[config.mk]
export PLATFORM = sky130hd
export DESIGN_NAME = arg_string_tokenizer
export DESIGN_NICKNAME = d
export VERILOG_FILES = /design/src/rtl/ast_pkg.sv /design/src/rtl/arg_string_tokenizer.sv
export SDC_FILE = /design/constraint.sdc
export NUM_CORES = 1
export LEC_CHECK = 0
export BUFFER_PORTS_ARGS = -buffer_cell sky130_fd_sc_hd__buf_2
export CORE_MARGIN = 8
export CORE_UTILIZATION = 30
export CTS_BUF_LIST = sky130_fd_sc_hd__clkbuf_4 sky130_fd_sc_hd__clkbuf_8
export CTS_CLUSTER_DIAMETER = 80
export DETAILED_ROUTE_END_ITERATION = 7
export PLACE_DENSITY = 0.47
export SYNTH_ARGS = -nofsm -noshare
export SYNTH_HDL_FRONTEND = slang
export SYNTH_SLANG_ARGS = --single-unit
[constraint.sdc]
create_clock -name clk -period 2.79 [get_ports clk]
set_clock_uncertainty 0.05 [all_clocks]
set_input_delay 0.558 -clock clk [delete_from_list [all_inputs] [get_ports clk]]
set_output_delay 0.558 -clock clk [all_outputs]
set_load 0.05 [all_outputs]
[src/rtl/ast_pkg.sv]
// types and character constants for the argument string tokenizer
`timescale 1ns / 1ps

package ast_pkg;

  localparam logic [7:0] CH_SPACE  = 8'h20;
  localparam logic [7:0] CH_QUOTE  = 8'h22;
  localparam logic [7:0] CH_BSLASH = 8'h5C;
  localparam logic [7:0] CH_DASH   = 8'h2D;
  localparam logic [7:0] CH_LO     = 8'h6F;
  localparam logic [7:0] CH_UL     = 8'h4C;
  localparam logic [7:0] CH_UI     = 8'h49;

  localparam int unsigned MAX_RES = 3;

  typedef enum logic [3:0] {
    PH_START  = 4'b0001,
    PH_DASH   = 4'b0010,
    PH_LETTER = 4'b0100,
    PH_PASS   = 4'b1000
  } phase_t;

  typedef struct packed {
    logic [7:0] out_byte;
    logic       byte_valid;
    logic       token_end;
    logic       string_done;
    logic       run_last;
  } res_t;

  function automatic res_t mk_res(input logic [7:0] b, input logic bv,
                                  input logic te, input logic dn);
    res_t r;
    r.out_byte    = b;
    r.byte_valid  = bv;
    r.token_end   = te;
    r.string_done = dn;
    r.run_last    = 1'b0;
    return r;
  endfunction

endpackage

[src/rtl/arg_string_tokenizer.sv]
// argument string tokenizer: splits a byte stream into tokens and flag prefixes
`timescale 1ns / 1ps
//
// Input channel (in_valid / in_stall) carries one byte of the argument string per
// transaction, or a terminator when is_end is high. Output channel (out_valid /
// out_stall) carries one token byte or bare end marker per transaction; token_end
// closes a token, string_done closes the last token of the string, run_last marks
// the last result caused by one input transaction.
// An input accepted into the input register moves on into the result buffer, whose
// head drives out_valid. The input register takes a new byte in the same cycle that
// its held byte moves on, which needs the buffer empty or its last result leaving.
// Throughput: one byte per cycle for bytes giving zero or one result, while the
// receiver does not stall; a byte that releases held flag bytes gives two or three
// results, drained from the three-entry result buffer one per cycle while the receiver
// does not stall, so the input register holds until the last of them is leaving.
// Reset clears quoting, escape and prefix state, the input register and the buffer.
// When the receiver stalls, the head result holds; the buffer and then the input
// register fill and in_stall rises.
// A terminator returns all tokenizer state to its reset values.

module arg_string_tokenizer (
  input  logic       clk,
  input  logic       rst,
  input  logic       in_valid,
  output logic       in_stall,
  input  logic [7:0] in_byte,
  input  logic       is_end,
  output logic       out_valid,
  input  logic       out_stall,
  output logic [7:0] out_byte,
  output logic       byte_valid,
  output logic       token_end,
  output logic       string_done,
  output logic       run_last
);
  import ast_pkg::*;

  // input register
  logic       item_valid;
  logic [7:0] item_byte;
  logic       item_end;

  // tokenizer state
  logic       in_quotes, in_quotes_next;
  logic       escape_pending, escape_pending_next;
  phase_t     phase, phase_next;
  logic [7:0] held_letter, held_letter_next;

  // result buffer
  res_t       rbuf [MAX_RES];
  logic [1:0] count;

  res_t       res [MAX_RES];
  logic [1:0] n;
  logic       do_content, do_close, close_done;
  logic       pop, move, in_accept;

  assign pop       = (count != 2'd0) && !out_stall;
  assign move      = item_valid && ((count == 2'd0) || ((count == 2'd1) && pop));
  assign in_stall  = item_valid && !move;
  assign in_accept = in_valid && !in_stall;

  always_comb begin
    res[0]              = mk_res(8'h00, 1'b0, 1'b0, 1'b0);
    res[1]              = mk_res(8'h00, 1'b0, 1'b0, 1'b0);
    res[2]              = mk_res(8'h00, 1'b0, 1'b0, 1'b0);
    n                   = 2'd0;
    in_quotes_next      = in_quotes;
    escape_pending_next = escape_pending;
    phase_next          = phase;
    held_letter_next    = held_letter;
    do_content          = 1'b0;
    do_close            = 1'b0;
    close_done          = 1'b0;

    priority if (item_end) begin
      do_close            = 1'b1;
      close_done          = 1'b1;
      in_quotes_next      = 1'b0;
      escape_pending_next = 1'b0;
    end else if (escape_pending) begin
      escape_pending_next = 1'b0;
      do_content          = 1'b1;
    end else if (item_byte == CH_BSLASH) begin
      escape_pending_next = 1'b1;
    end else if (item_byte == CH_QUOTE) begin
      in_quotes_next = ~in_quotes;
    end else if ((item_byte == CH_SPACE) && !in_quotes) begin
      do_close = 1'b1;
    end else begin
      do_content = 1'b1;
    end

    if (do_content) begin
      unique case (phase)
        PH_START: begin
          if (item_byte == CH_DASH) begin
            phase_next = PH_DASH;
          end else begin
            res[0]     = mk_res(item_byte, 1'b1, 1'b0, 1'b0);
            n          = 2'd1;
            phase_next = PH_PASS;
          end
        end
        PH_DASH: begin
          if ((item_byte == CH_LO) || (item_byte == CH_UL) || (item_byte == CH_UI)) begin
            held_letter_next = item_byte;
            phase_next       = PH_LETTER;
          end else begin
            res[0]     = mk_res(CH_DASH, 1'b1, 1'b0, 1'b0);
            res[1]     = mk_res(item_byte, 1'b1, 1'b0, 1'b0);
            n          = 2'd2;
            phase_next = PH_PASS;
          end
        end
        PH_LETTER: begin
          res[0]           = mk_res(CH_DASH, 1'b1, 1'b0, 1'b0);
          res[1]           = mk_res(held_letter, 1'b1, 1'b1, 1'b0);
          res[2]           = mk_res(item_byte, 1'b1, 1'b0, 1'b0);
          n                = 2'd3;
          held_letter_next = 8'h00;
          phase_next       = PH_PASS;
        end
        PH_PASS: begin
          res[0] = mk_res(item_byte, 1'b1, 1'b0, 1'b0);
          n      = 2'd1;
        end
        default: begin
          phase_next = PH_START;
        end
      endcase
    end else if (do_close) begin
      priority if (phase == PH_DASH) begin
        res[0] = mk_res(CH_DASH, 1'b1, 1'b1, close_done);
        n      = 2'd1;
      end else if (phase == PH_LETTER) begin
        res[0] = mk_res(CH_DASH, 1'b1, 1'b0, 1'b0);
        res[1] = mk_res(held_letter, 1'b1, 1'b1, close_done);
        n      = 2'd2;
      end else begin
        res[0] = mk_res(8'h00, 1'b0, 1'b1, close_done);
        n      = 2'd1;
      end
      phase_next       = PH_START;
      held_letter_next = 8'h00;
    end

    unique case (n)
      2'd1:    res[0].run_last = 1'b1;
      2'd2:    res[1].run_last = 1'b1;
      2'd3:    res[2].run_last = 1'b1;
      default: ;
    endcase
  end

  // input register
  always_ff @(posedge clk) begin
    if (rst) begin
      item_valid <= 1'b0;
    end else if (in_accept) begin
      item_valid <= 1'b1;
    end else if (move) begin
      item_valid <= 1'b0;
    end
    if (in_accept) begin
      item_byte <= in_byte;
      item_end  <= is_end;
    end
  end

  // tokenizer state
  always_ff @(posedge clk) begin
    if (rst) begin
      in_quotes      <= 1'b0;
      escape_pending <= 1'b0;
      phase          <= PH_START;
      held_letter    <= 8'h00;
    end else if (move) begin
      in_quotes      <= in_quotes_next;
      escape_pending <= escape_pending_next;
      phase          <= phase_next;
      held_letter    <= held_letter_next;
    end
  end

  // result buffer, head at entry 0
  always_ff @(posedge clk) begin
    if (rst) begin
      count <= 2'd0;
    end else if (move) begin
      count <= n;
    end else if (pop) begin
      count <= count - 2'd1;
    end
    if (move) begin
      rbuf[0] <= res[0];
      rbuf[1] <= res[1];
      rbuf[2] <= res[2];
    end else if (pop) begin
      rbuf[0] <= rbuf[1];
      rbuf[1] <= rbuf[2];
    end
  end

  assign out_valid   = (count != 2'd0);
  assign out_byte    = rbuf[0].out_byte;
  assign byte_valid  = rbuf[0].byte_valid;
  assign token_end   = rbuf[0].token_end;
  assign string_done = rbuf[0].string_done;
  assign run_last    = rbuf[0].run_last;

endmodule

Yosys cells after proc, flatten, opt, wreduce, memory -nomap -nowiden

Memories as Yosys holds them, arrays and structs flattened.
Index checks and enable logic that the tools add are counted.

Output and inout port bits: 14
Latch bits: 0
Memories kept: 1
Input port bits: 13
Bits in writable memories: 36
Word-level logic and storage cells: 115
Bits in read-only memories: 0
Flip-flop bits (word level): 26

Equality and inequality tests: 20
Div/mod/pow operators: 0
Order comparisons: 0
Bitwise gates (word level): 3
Shifts and indexed selects: 0
Reduce and logical (&&, ||, !) cells: 22
Mux-type cells: 60
Add/sub/neg operators: 1
Multipliers: 0

Memory list:

| name | depth | width | read ports | clocked after Yosys merged registers in | write ports | RTL line                   | RTL |
|---|---|---|---|---|---|---|---|
| rbuf | 3     | 12    | 3          | 0                                       | 3           | arg_string_tokenizer.sv:50 | `res_t rbuf [MAX_RES];` |

Operator list:

| cell                                          | count |
|---|---|
| 2-to-1 mux 12 bit                             | 8 |
| 2-to-1 mux 24 bit                             | 2 |
| case mux 12 bit (4 select lines)              | 1 |
| == test 8 x 7 -> 1 bit, second input constant | 4 |
| 2-to-1 mux 1 bit                              | 29 |
| == test 8 x 6 -> 1 bit, second input constant | 3 |
| 2-to-1 mux 8 bit                              | 3 |
| case mux 12 bit (2 select lines)              | 1 |
| 2-to-1 mux 22 bit                             | 1 |
| 2-to-1 mux 4 bit                              | 4 |
| case mux 4 bit (4 select lines)               | 1 |
| case mux 8 bit (2 select lines)               | 1 |
| 2-to-1 mux 2 bit                              | 7 |
| 2-to-1 mux 10 bit                             | 1 |
| nonzero test 2 bit                            | 5 |
| case mux 2 bit (4 select lines)               | 1 |
| AND reduction 4 bit                           | 2 |
| logical AND 1 bit                             | 6 |
| != test 2 bit, second input constant          | 3 |
| == test 2 x 1 -> 1 bit, second input constant | 2 |
| == test 2 bit, second input constant          | 2 |
| == test 4 x 1 -> 1 bit, second input constant | 1 |
| == test 4 x 2 -> 1 bit, second input constant | 1 |
| == test 4 x 3 -> 1 bit, second input constant | 1 |
| 10 further kinds                              | 16 |

Logic depth before layout (Yosys ltp)

Gate-level depths: netlist (run 1).

Depth after elaboration: 12
Depth in mapped cells: 9
Depth with buffers taken out: 8

Least setup slack after synthesis (run 1)

Ideal clock, no wire load.

Path kind: reg-to-reg
From: register count[0]
To: memory rbuf[0][0] (netlist name) (enable)
Required time: 2.302 ns
Buffers on the path: 0
Setup time: 0.438 ns
Slack: -0.077 ns
Period minus slack after synthesis: 2.867 ns
Data arrival time: 2.378 ns
Cell stages (with the launch flop): 4
Cell sequence: dfxtp_1 -> inv_1 -> ha_1 -> o21ai_0

RTL lines:

| item                   | RTL line                    | RTL |
|---|---|---|
| from (decl)            | arg_string_tokenizer.sv:51  | `logic [1:0] count;` |
| from (signal assigned) | arg_string_tokenizer.sv:191 | `count <= n;` |
| from (signal assigned) | arg_string_tokenizer.sv:193 | `count <= count - 2'd1;` |
| to (decl)              | arg_string_tokenizer.sv:50  |  |

==> results.ini, run 1 <==
[clock_tree]
clock_sinks = 60
cts_made_buffers = 9
cts.path.max_buffers = 2
post-cts-setup-buffer-count = 0
hold_buffers = 0
clock_latency_ns = 0.33
cts_tree = yes
cts.htree.levels = 3
clock-root-buffer = clkbuf_8
cts_resized = 0
clk_pin_slew_ns = 0.07

[yosys]
synth_seq_cells = 60
yosys_warnings = 0
ys.flop_type = edfxtp_1
synth_cell_types = 57
synth_cells = 269
synthesis.nets = 284
syn_avg_cell_area_um2 = 10.8
synthesis.area_mm2 = 0.00290
synthArstFlopShare_pct = 0
synth_edf_count = 43
seq_area_frac_synth_pct = 56.2

[global_route]
overflow = 0
grt_pass1_vias = 2072
grt_max_degree = 25
grt_usage_pct = 11.2
grt_pass1_wl_mm = 11.1
grt_antenna_before_repair = 0

[floorplan]
dieArea_mm2 = 0.0131
rows = 36
initial_core_util_pct = 30.3
die_w_um = 114
ios = 27
core_mm2 = 0.00959
die_height_um = 114

[route]
drc = 0
postRouteAntennaNets = 0
viasPerCell = 4.79
first_pass_iters = 4
num_vias = 2071
wl_met1_mm = 3.52
dr.first_iter.drc_count = 120
wl_mm = 6.97
wl_per_cell_um = 16.1
wl_met3_um = 333
met2_length_mm = 2.93
highest-signal-layer = met4

[worst_setup_path]
path_max_fanout = 14
worst-setup-path-type = reg2reg
crit_path_end_kind = flop
worst_ep_arrival_time_ns = 2.55
cp-start-kind = flop
cp_data_required_time_ns = 2.82

[sta]
slew_headroom_pct = 54.9
finalSetupViolCount = 0
final-hold-violation-count = 0
final-max-slew-violation-count = 0
fmax_mhz = 397
finalCriticalPeriod_ns = 2.52
fin_crit_sh_pct = 90.3
tightest_slew_ns = 0.676
rsz0062_at_grt = false
setup_tns_ns = 0

[pwr]
internal_power_mw = 1.70
netSwitchingFraction_pct = 32.8
switchingPower_uw = 832
clkPwrFrac_pct = 30.5
vdd_drop_max_mv = 0.326
leakage_nw = 1.26
power_frac_comb_pct = 23.5
seq_power_share_pct = 46.0
power_density_mw_per_mm2 = 759
total_power_mw = 2.54

[cells_and_area]
area_growth_pct = 15.1
nets = 309
drive_gt1_share_pct = 21.1
antennaDiodeCount = 0
stdcell_area_mm2 = 0.00334
stdcell_count = 432

[run_status]
outcome = finished, final reports clean

[place]
placed_area_mm2 = 0.00315
gp_congestion = 0.812
dp_cells = 416
io_buffers = 26
dpl.hpwl_mm = 4.82

[min_path]
hp-class = in2reg

[run]
max-cap-violations = 0

stage by stage:
stage          hold slack (ns)  util (%)  setup WS [ns]
2_1_floorplan            0.376         -          0.534
3_3_place_gp             0.392      32.8          0.363
3_5_place_dp             0.398      32.8          0.289
4_1_cts                  0.324      34.8          0.272
5_1_grt                  0.317      34.8          0.125
6_report                 0.345      34.8          0.271
layout by cell type (no fill, tap or decap), types with 3 or more instances in the layout:
master / instances
buf_4: 10
nand4_1: 5
buf_2: 26
o21ai_0: 16
nor2b_1: 3
nor2_1: 36
inv_1: 7
and2_1: 13
clkbuf_8: 9
and3_1: 3
a221oi_1: 6
nand2_1: 15
nor3_1: 6
nand2b_1: 4
a22o_1: 6
dfxtp_1: 17
edfxtp_1: 43
a21oi_1: 18
power by group through the flow:
stage / sequential (mW) / clock [mW] / combinational (mW)
floorplan: 1.20 / 0 / 0.446
global placement: 1.18 / 0 / 0.603
detailed placement: 1.19 / 0 / 0.601
CTS: 1.17 / 0.796 / 0.603
global route: 1.18 / 0.837 / 0.648
finish: 1.17 / 0.774 / 0.597
worst max-delay path, cell delays in order (launching register included):
cell      delay, ns
edfxtp_1       0.50
nor4b_4        0.44
and3_1         0.24
o21a_2         0.31
a21oi_1        0.28
a221oi_1       0.37
nor2_1         0.06
worst paths after layout:
path                                     start  slack, ns              to  depth (start not counted)
worst min-delay path                in_byte[1]       0.35    item_byte[1]                          1
worst min register to register  held_letter[4]       0.41  held_letter[4]                          1
worst max-delay path              item_byte[4]       0.27     rbuf[0][16]                          6
worst max register to register    item_byte[4]       0.27     rbuf[0][16]                          6
synth_stat cells (2+ instances only):
master	n	area, µm²
xor2_1	2	17.5
o22ai_1	2	12.5
a32oi_1	2	17.5
o21ai_0	17	85.1
ha_1	2	25.0
nor2b_1	3	18.8
and3_1	3	18.8
and4_1	2	17.5
dfxtp_1	17	340
a21o_1	2	15.0
and2_1	13	81.3
o21ai_1	2	10.0
nand2_1	15	56.3
nor3_1	7	35.0
nand4_1	5	31.3
a21oi_1	18	90.1
a22o_1	6	52.6
nand3_1	2	10.0
a22oi_1	2	15.0
edfxtp_1	43	1290
clkbuf_1	7	26.3
inv_1	7	26.3
nand2b_1	4	25.0
nor2_1	36	135
nor4b_1	2	17.5
buf_2	2	10.0
a221oi_1	6	52.6
buf_4	11	82.6
per-layer routing:
metal | global-route usage (%) | vias to the layer above
li1 | - | 1047
met1 | 14.4 | 962
met2 | 15.9 | 50
met3 | 4.01 | 12
met4 | 6.03 | 0
met5 | 0 | -
logic make-up after synthesis:
family	synth area share (%)
simple gates	18.7
compound gates	17.4
flops	56.2
buf+inv	5.65
xor+xnor	0.905
fa+ha+maj	0.862
mux	0.345
final cells by class:
type,count,area (µm²)
clock inverters,5,52.6
flip-flops and latches,60,1630
well taps,133,166
inverters,8,30.0
multi-input cells,179,1120
fillers,969,6250
clock buffers,11,139
repair buffers,36,205
registers in the layout (all words and copies together) (netlist names):
signal / count
count: 2
item_valid: 1
in_quotes: 1
rbuf: 34
phase: 4
item_end: 1
held_letter: 8
item_byte: 8
escape_pending: 1
No activity file was read; power rests on OpenSTA's default activity.
==> run 2: changes to the inputs <==
ABC_CLOCK_PERIOD_IN_PS = 2790   (was default)
MAX_ROUTING_LAYER = met4   (was default)
==> run 2 against run 1 <==
  * Combinational power hardly changed
  * Power is essentially flat
  * Non-clock buffer count did not move
  * Largest power group unchanged
  * Core utilization did not move
  * Clock-buffer cell count did not move
  * Global-route usage rose by 0.30 points
  * Worst setup slack better by 0.024 ns
==> results.ini, run 2 (synthesis results as in run 1) <==
[clock_tree]
post-cts-setup-buffer-count = 0  ; unchanged
clock_latency_ns = 0.33  ; about the same
clk_pin_slew_ns = 0.07  ; about the same
cts_made_buffers = 9  ; unchanged
cts.path.max_buffers = 2  ; unchanged
cts_tree = yes
hold_buffers = 0  ; unchanged
clock-root-buffer = clkbuf_8
cts_resized = 0  ; unchanged
clock_sinks = 60  ; unchanged
cts.htree.levels = 3  ; unchanged

[floorplan]
initial_core_util_pct = 30.3  ; unchanged
die_height_um = 114  ; unchanged
dieArea_mm2 = 0.0131  ; unchanged
rows = 36  ; unchanged
die_w_um = 114  ; unchanged
core_mm2 = 0.00959  ; unchanged
ios = 27  ; unchanged

[pwr]
clkPwrFrac_pct = 30.5  ; about the same
netSwitchingFraction_pct = 32.8  ; +0.038 points
switchingPower_uw = 833  ; +0.18%
internal_power_mw = 1.70  ; about the same
vdd_drop_max_mv = 0.326  ; +0.16%
power_frac_comb_pct = 23.5  ; about the same
total_power_mw = 2.54  ; about the same
leakage_nw = 1.26  ; unchanged
seq_power_share_pct = 45.9  ; about the same
power_density_mw_per_mm2 = 759  ; about the same

[sta]
setup_tns_ns = 0  ; unchanged
fin_crit_sh_pct = 89.4  ; -0.85 points
final-hold-violation-count = 0  ; unchanged
rsz0062_at_grt = false
tightest_slew_ns = 0.668  ; -0.00735 ns
fmax_mhz = 401  ; +0.95%
finalSetupViolCount = 0  ; unchanged
finalCriticalPeriod_ns = 2.50  ; -0.0238 ns
hold_ws_ns = 0.345  ; +0.000141 ns
slew_headroom_pct = 55.4  ; +0.49 points
final-max-slew-violation-count = 0  ; unchanged

[route]
wl_per_cell_um = 16.1  ; -0.26%
first_pass_iters = 4  ; unchanged
num_vias = 2098  ; +1.3%
drc = 0  ; unchanged
dr.first_iter.drc_count = 154  ; +28%
wl_mm = 6.95  ; -0.26%
postRouteAntennaNets = 0  ; unchanged
viasPerCell = 4.86  ; +1.3%

[global_route]
overflow = 0  ; unchanged
grt_pass1_vias = 2076  ; +0.19%
grt_antenna_before_repair = 0  ; unchanged
grt_pass1_wl_mm = 11.1  ; +0.25%
grt_max_degree = 25  ; unchanged
grt_usage_pct = 11.5  ; +0.30 points

[cells_and_area]
final_cell_mix = 43 x edfxtp_1, 36 x nor2_1, 26 x buf_2
area_growth_pct = 15.1  ; unchanged
regMostFlops = rbuf
antennaDiodeCount = 0  ; unchanged
largest_registers = rbuf (34), held_letter (8), item_byte (8)
largest_reg_flops = 34  ; unchanged
drive_gt1_share_pct = 21.1  ; unchanged
final_common_cell = edfxtp_1
nets = 309  ; unchanged

[place]
io_buffers = 26  ; unchanged
dpl.hpwl_mm = 4.82  ; unchanged
gp_congestion = 0.824  ; +1.5%

[run_status]
outcome = finished, final reports clean

[worst_setup_path]
path_max_fanout = 14  ; unchanged
worst-setup-path-type = reg2reg
worst_ep_arrival_time_ns = 2.53  ; -0.02 ns
crit_path_end_kind = flop
cp_data_required_time_ns = 2.82  ; about the same
cp-start-kind = flop

[run]
max-cap-violations = 0  ; unchanged

[min_path]
hp-class = in2reg

==> run 2: cell counts in the layout (fill, tap and decap cells not counted) <==
No cell type changed its count.
==> run 2: layout make-up <==
type	instances	area, µm²
Clock buffer	11	139
Multi-Input combinational cell	179	1120
Fill cell	969	6250
Inverter	8	30.0
Timing Repair Buffer	36	205
Sequential cell	60	1630
Clock inverter	5	52.6
Tap cell	133	166
==> run 2: critical path: stages, from the launching register on <==
cell	delay, ns
edfxtp_1	0.50
nor4b_4	0.42
and3_1	0.24
o21a_2	0.32
a21oi_1	0.28
a221oi_1	0.37
nor2_1	0.06
==> run 2: stage by stage <==
stage / setup slack (ns) / util, % / std cells / instance area, µm²
finish: 0.294 / 34.8 / 432 / 3340
detailed placement: 0.289 / 32.8 / 416 / 3150
global route: 0.125 / 34.8 / 432 / 3340
CTS: 0.272 / 34.8 / 432 / 3340
floorplan: 0.534 / - / 269 / 2900
global placement: 0.363 / 32.8 / 416 / 3150
==> run 2: final timing paths <==
path                                      from        endpoint  slack, ns  cells past startpoint
worst max-delay path              item_byte[4]     rbuf[0][16]       0.29                      6
worst min register to register  held_letter[4]  held_letter[4]       0.42                      1
worst max register to register    item_byte[4]     rbuf[0][16]       0.29                      6
worst min-delay path                in_byte[1]    item_byte[1]       0.35                      1
==> run 2: power by group through the flow <==
stage | registers, mW | clock network (mW) | logic (mW)
floorplan | 1.20 | 0 | 0.446
finish | 1.17 | 0.775 | 0.597
global route | 1.18 | 0.837 | 0.648
detailed placement | 1.19 | 0 | 0.601
global placement | 1.18 | 0 | 0.603
CTS | 1.17 | 0.796 | 0.603
==> run 2: routing by layer <==
| metal | vias up | routed length [µm] | global-route usage, % |
|---|---|---|---|
| met3 | 12 | 291 | 3.27 |
| met2 | 51 | 2920 | 15.8 |
| met1 | 989 | 3550 | 14.8 |
| met5 | - | 0 | - |
| li1 | 1046 | - | - |
| met4 | 0 | 189 | 6.30 |
==> run 3: changes to the inputs <==
BUFFER_PORTS_ARGS = default   (was -buffer_cell sky130_fd_sc_hd__buf_2)
DONT_BUFFER_PORTS = 1   (was default)
PLACE_DENSITY = 0.44   (was 0.47)
==> run 3 against run 2 <==
  * Sequential share of layout area is 1.6 points higher
  * Critical endpoint is now rbuf[0][19]
  * Via count is 4.0% lower
  * Largest cell class unchanged
  * Worst setup slack worse by 0.027 ns
  * Power is 2.4% higher
==> results.ini, run 3 (synthesis results as in run 1) <==
[clock_tree]
cts_made_buffers = 9  ; unchanged
cts_tree = yes
post-cts-setup-buffer-count = 0  ; unchanged
cts_resized = 0  ; unchanged
hold_buffers = 0  ; unchanged
cts.htree.levels = 3  ; unchanged
clk_pin_slew_ns = 0.08  ; about the same
clock_latency_ns = 0.34  ; about the same
clock-root-buffer = clkbuf_8
clock_sinks = 60  ; unchanged
cts.path.max_buffers = 2  ; unchanged

[place]
place_ws_ns = 0.288  ; -0.00174 ns
gp_congestion = 0.830  ; +0.75%
io_buffers = 0  ; -100%
dpl.hpwl_mm = 4.68  ; -2.9%

[pwr]
power_density_mw_per_mm2 = 803  ; +5.8%
leakage_nw = 1.16  ; -8.1%
vdd_drop_max_mv = 0.305  ; -6.3%

[cells_and_area]
multi_input_area_mm2 = 0.00112  ; unchanged
largest_registers = rbuf (34), held_letter (8), item_byte (8)
antennaDiodeCount = 0  ; unchanged
final_cell_mix = 43 x edfxtp_1, 36 x nor2_1, 18 x a21oi_1
nets = 282  ; -8.7%
fill_cells = 977  ; +0.83%
largest_reg_flops = 34  ; unchanged
drive_gt1_share_pct = 13.6  ; -7.5 points
area_growth_pct = 11.4
regMostFlops = rbuf
seq_area_mm2 = 0.00163  ; unchanged
final_common_cell = edfxtp_1

[floorplan]
die_w_um = 114  ; unchanged
dieArea_mm2 = 0.0131  ; unchanged
ios = 27  ; unchanged
initial_core_util_pct = 30.3  ; unchanged
core_mm2 = 0.00959  ; unchanged
die_height_um = 114  ; unchanged
rows = 36  ; unchanged

[worst_setup_path]
max_stage_delay_ns = 0.51  ; about the same
worst-setup-path-type = reg2reg
cp_num_buf_inv = 0  ; unchanged
r2r_cells = 6  ; unchanged
cp-start-kind = flop
crit_chain = nor4b_4 -> and3_1 -> o21a_2 -> a21oi_1 -> a221oi_1 -> nor2_1
path_max_fanout = 14  ; unchanged
cp_data_required_time_ns = 2.84  ; +0.02 ns
slowest_stage = edfxtp_1
path_depth = 6  ; unchanged
worst_ep_arrival_time_ns = 2.57  ; +0.04 ns
critPathTopFamily = compound AO/OA/AOI/OAI gates
crit_path_end_kind = flop

[sta]
fin_crit_sh_pct = 90.4  ; +0.95 points
final-max-slew-violation-count = 0  ; unchanged
worst_slack_ns = 0.268  ; -0.0266 ns
finalSetupViolCount = 0  ; unchanged
hold_ws_ns = 0.224  ; -0.122 ns
rsz0062_at_grt = false
finalCriticalPeriod_ns = 2.52  ; +0.0266 ns
fmax_mhz = 396  ; -1.1%
tightest_slew_ns = 0.840  ; +0.172 ns
final-hold-violation-count = 0  ; unchanged
setup_tns_ns = 0  ; unchanged
slew_headroom_pct = 43.8  ; -12 points

[min_path]
hp-class = in2reg
min_delay_path_depth = 1  ; unchanged

[global_route]
grt_pass1_vias = 1975  ; -4.9%
grt_usage_pct = 11.6  ; +0.17 points
overflow = 0  ; unchanged
grt_antenna_before_repair = 0  ; unchanged
grt_max_degree = 25  ; unchanged
grt_pass1_wl_mm = 11.1  ; -0.25%

[run_status]
outcome = finished, final reports clean

[route]
first_pass_iters = 4  ; unchanged
wl_per_cell_um = 17.1  ; +6.0%
drc = 0  ; unchanged
num_vias = 2014  ; -4.0%
viasPerCell = 4.97  ; +2.4%
postRouteAntennaNets = 0  ; unchanged
wl_mm = 6.91  ; -0.65%
dr.first_iter.drc_count = 115  ; -25%

[run]
max-cap-violations = 0  ; unchanged

## run 3: where the power goes
part	internal, mW	switching, mW	leakage, nW
Combinational	0.133	0.261	0.495
Clock	0.507	0.383	0.110
Sequential	1.11	0.205	0.556
Total	1.75	0.849	1.16
## run 3: final timing paths
| check | slack (ns) | end | from |
|---|---|---|---|
| setup reg to reg | 0.27 | rbuf[0][19] | item_byte[4] |
| setup / recovery | 0.27 | rbuf[0][19] | item_byte[4] |
| hold reg to reg | 0.41 | held_letter[3] | held_letter[3] |
| hold / removal | 0.22 | item_valid | rst |
## run 3: through the flow
stage	instance area, µm²	total power, mW	util, %	std cells
after floorplan	2900	1.65	-	269
after global placement	3010	1.74	31.4	389
after detailed placement	3010	1.74	31.4	389
after CTS	3230	2.64	33.7	405
after global routing	3230	2.74	33.7	405
final	3230	2.60	33.7	405
## run 3: per-layer routing
layer / up-vias / GRT usage, % / routed length [µm]
met1: 979 / 14.5 / 3440
met2: 39 / 17.2 / 3110
met4: 0 / 5.15 / 106
met3: 9 / 3.27 / 248
li1: 987 / - / -
met5: - / - / 0
## run 3: area by class of cell
cell class                 instances  area share [%]
clock buffer                       9            3.83
tap                              133            5.15
timing repair buffer               9            2.09
clock inverter                     7            3.06
sequential                        60            50.4
multi-input combinational        179            34.5
inverter                           8           0.928
## run 3: worst register-to-register path, stage by stage, from the launching register on
cell and delay [ns]:
edfxtp_1 0.51, nor4b_4 0.44, and3_1 0.23, o21a_2 0.30, a21oi_1 0.27, a221oi_1 0.41
nor2_1 0.06
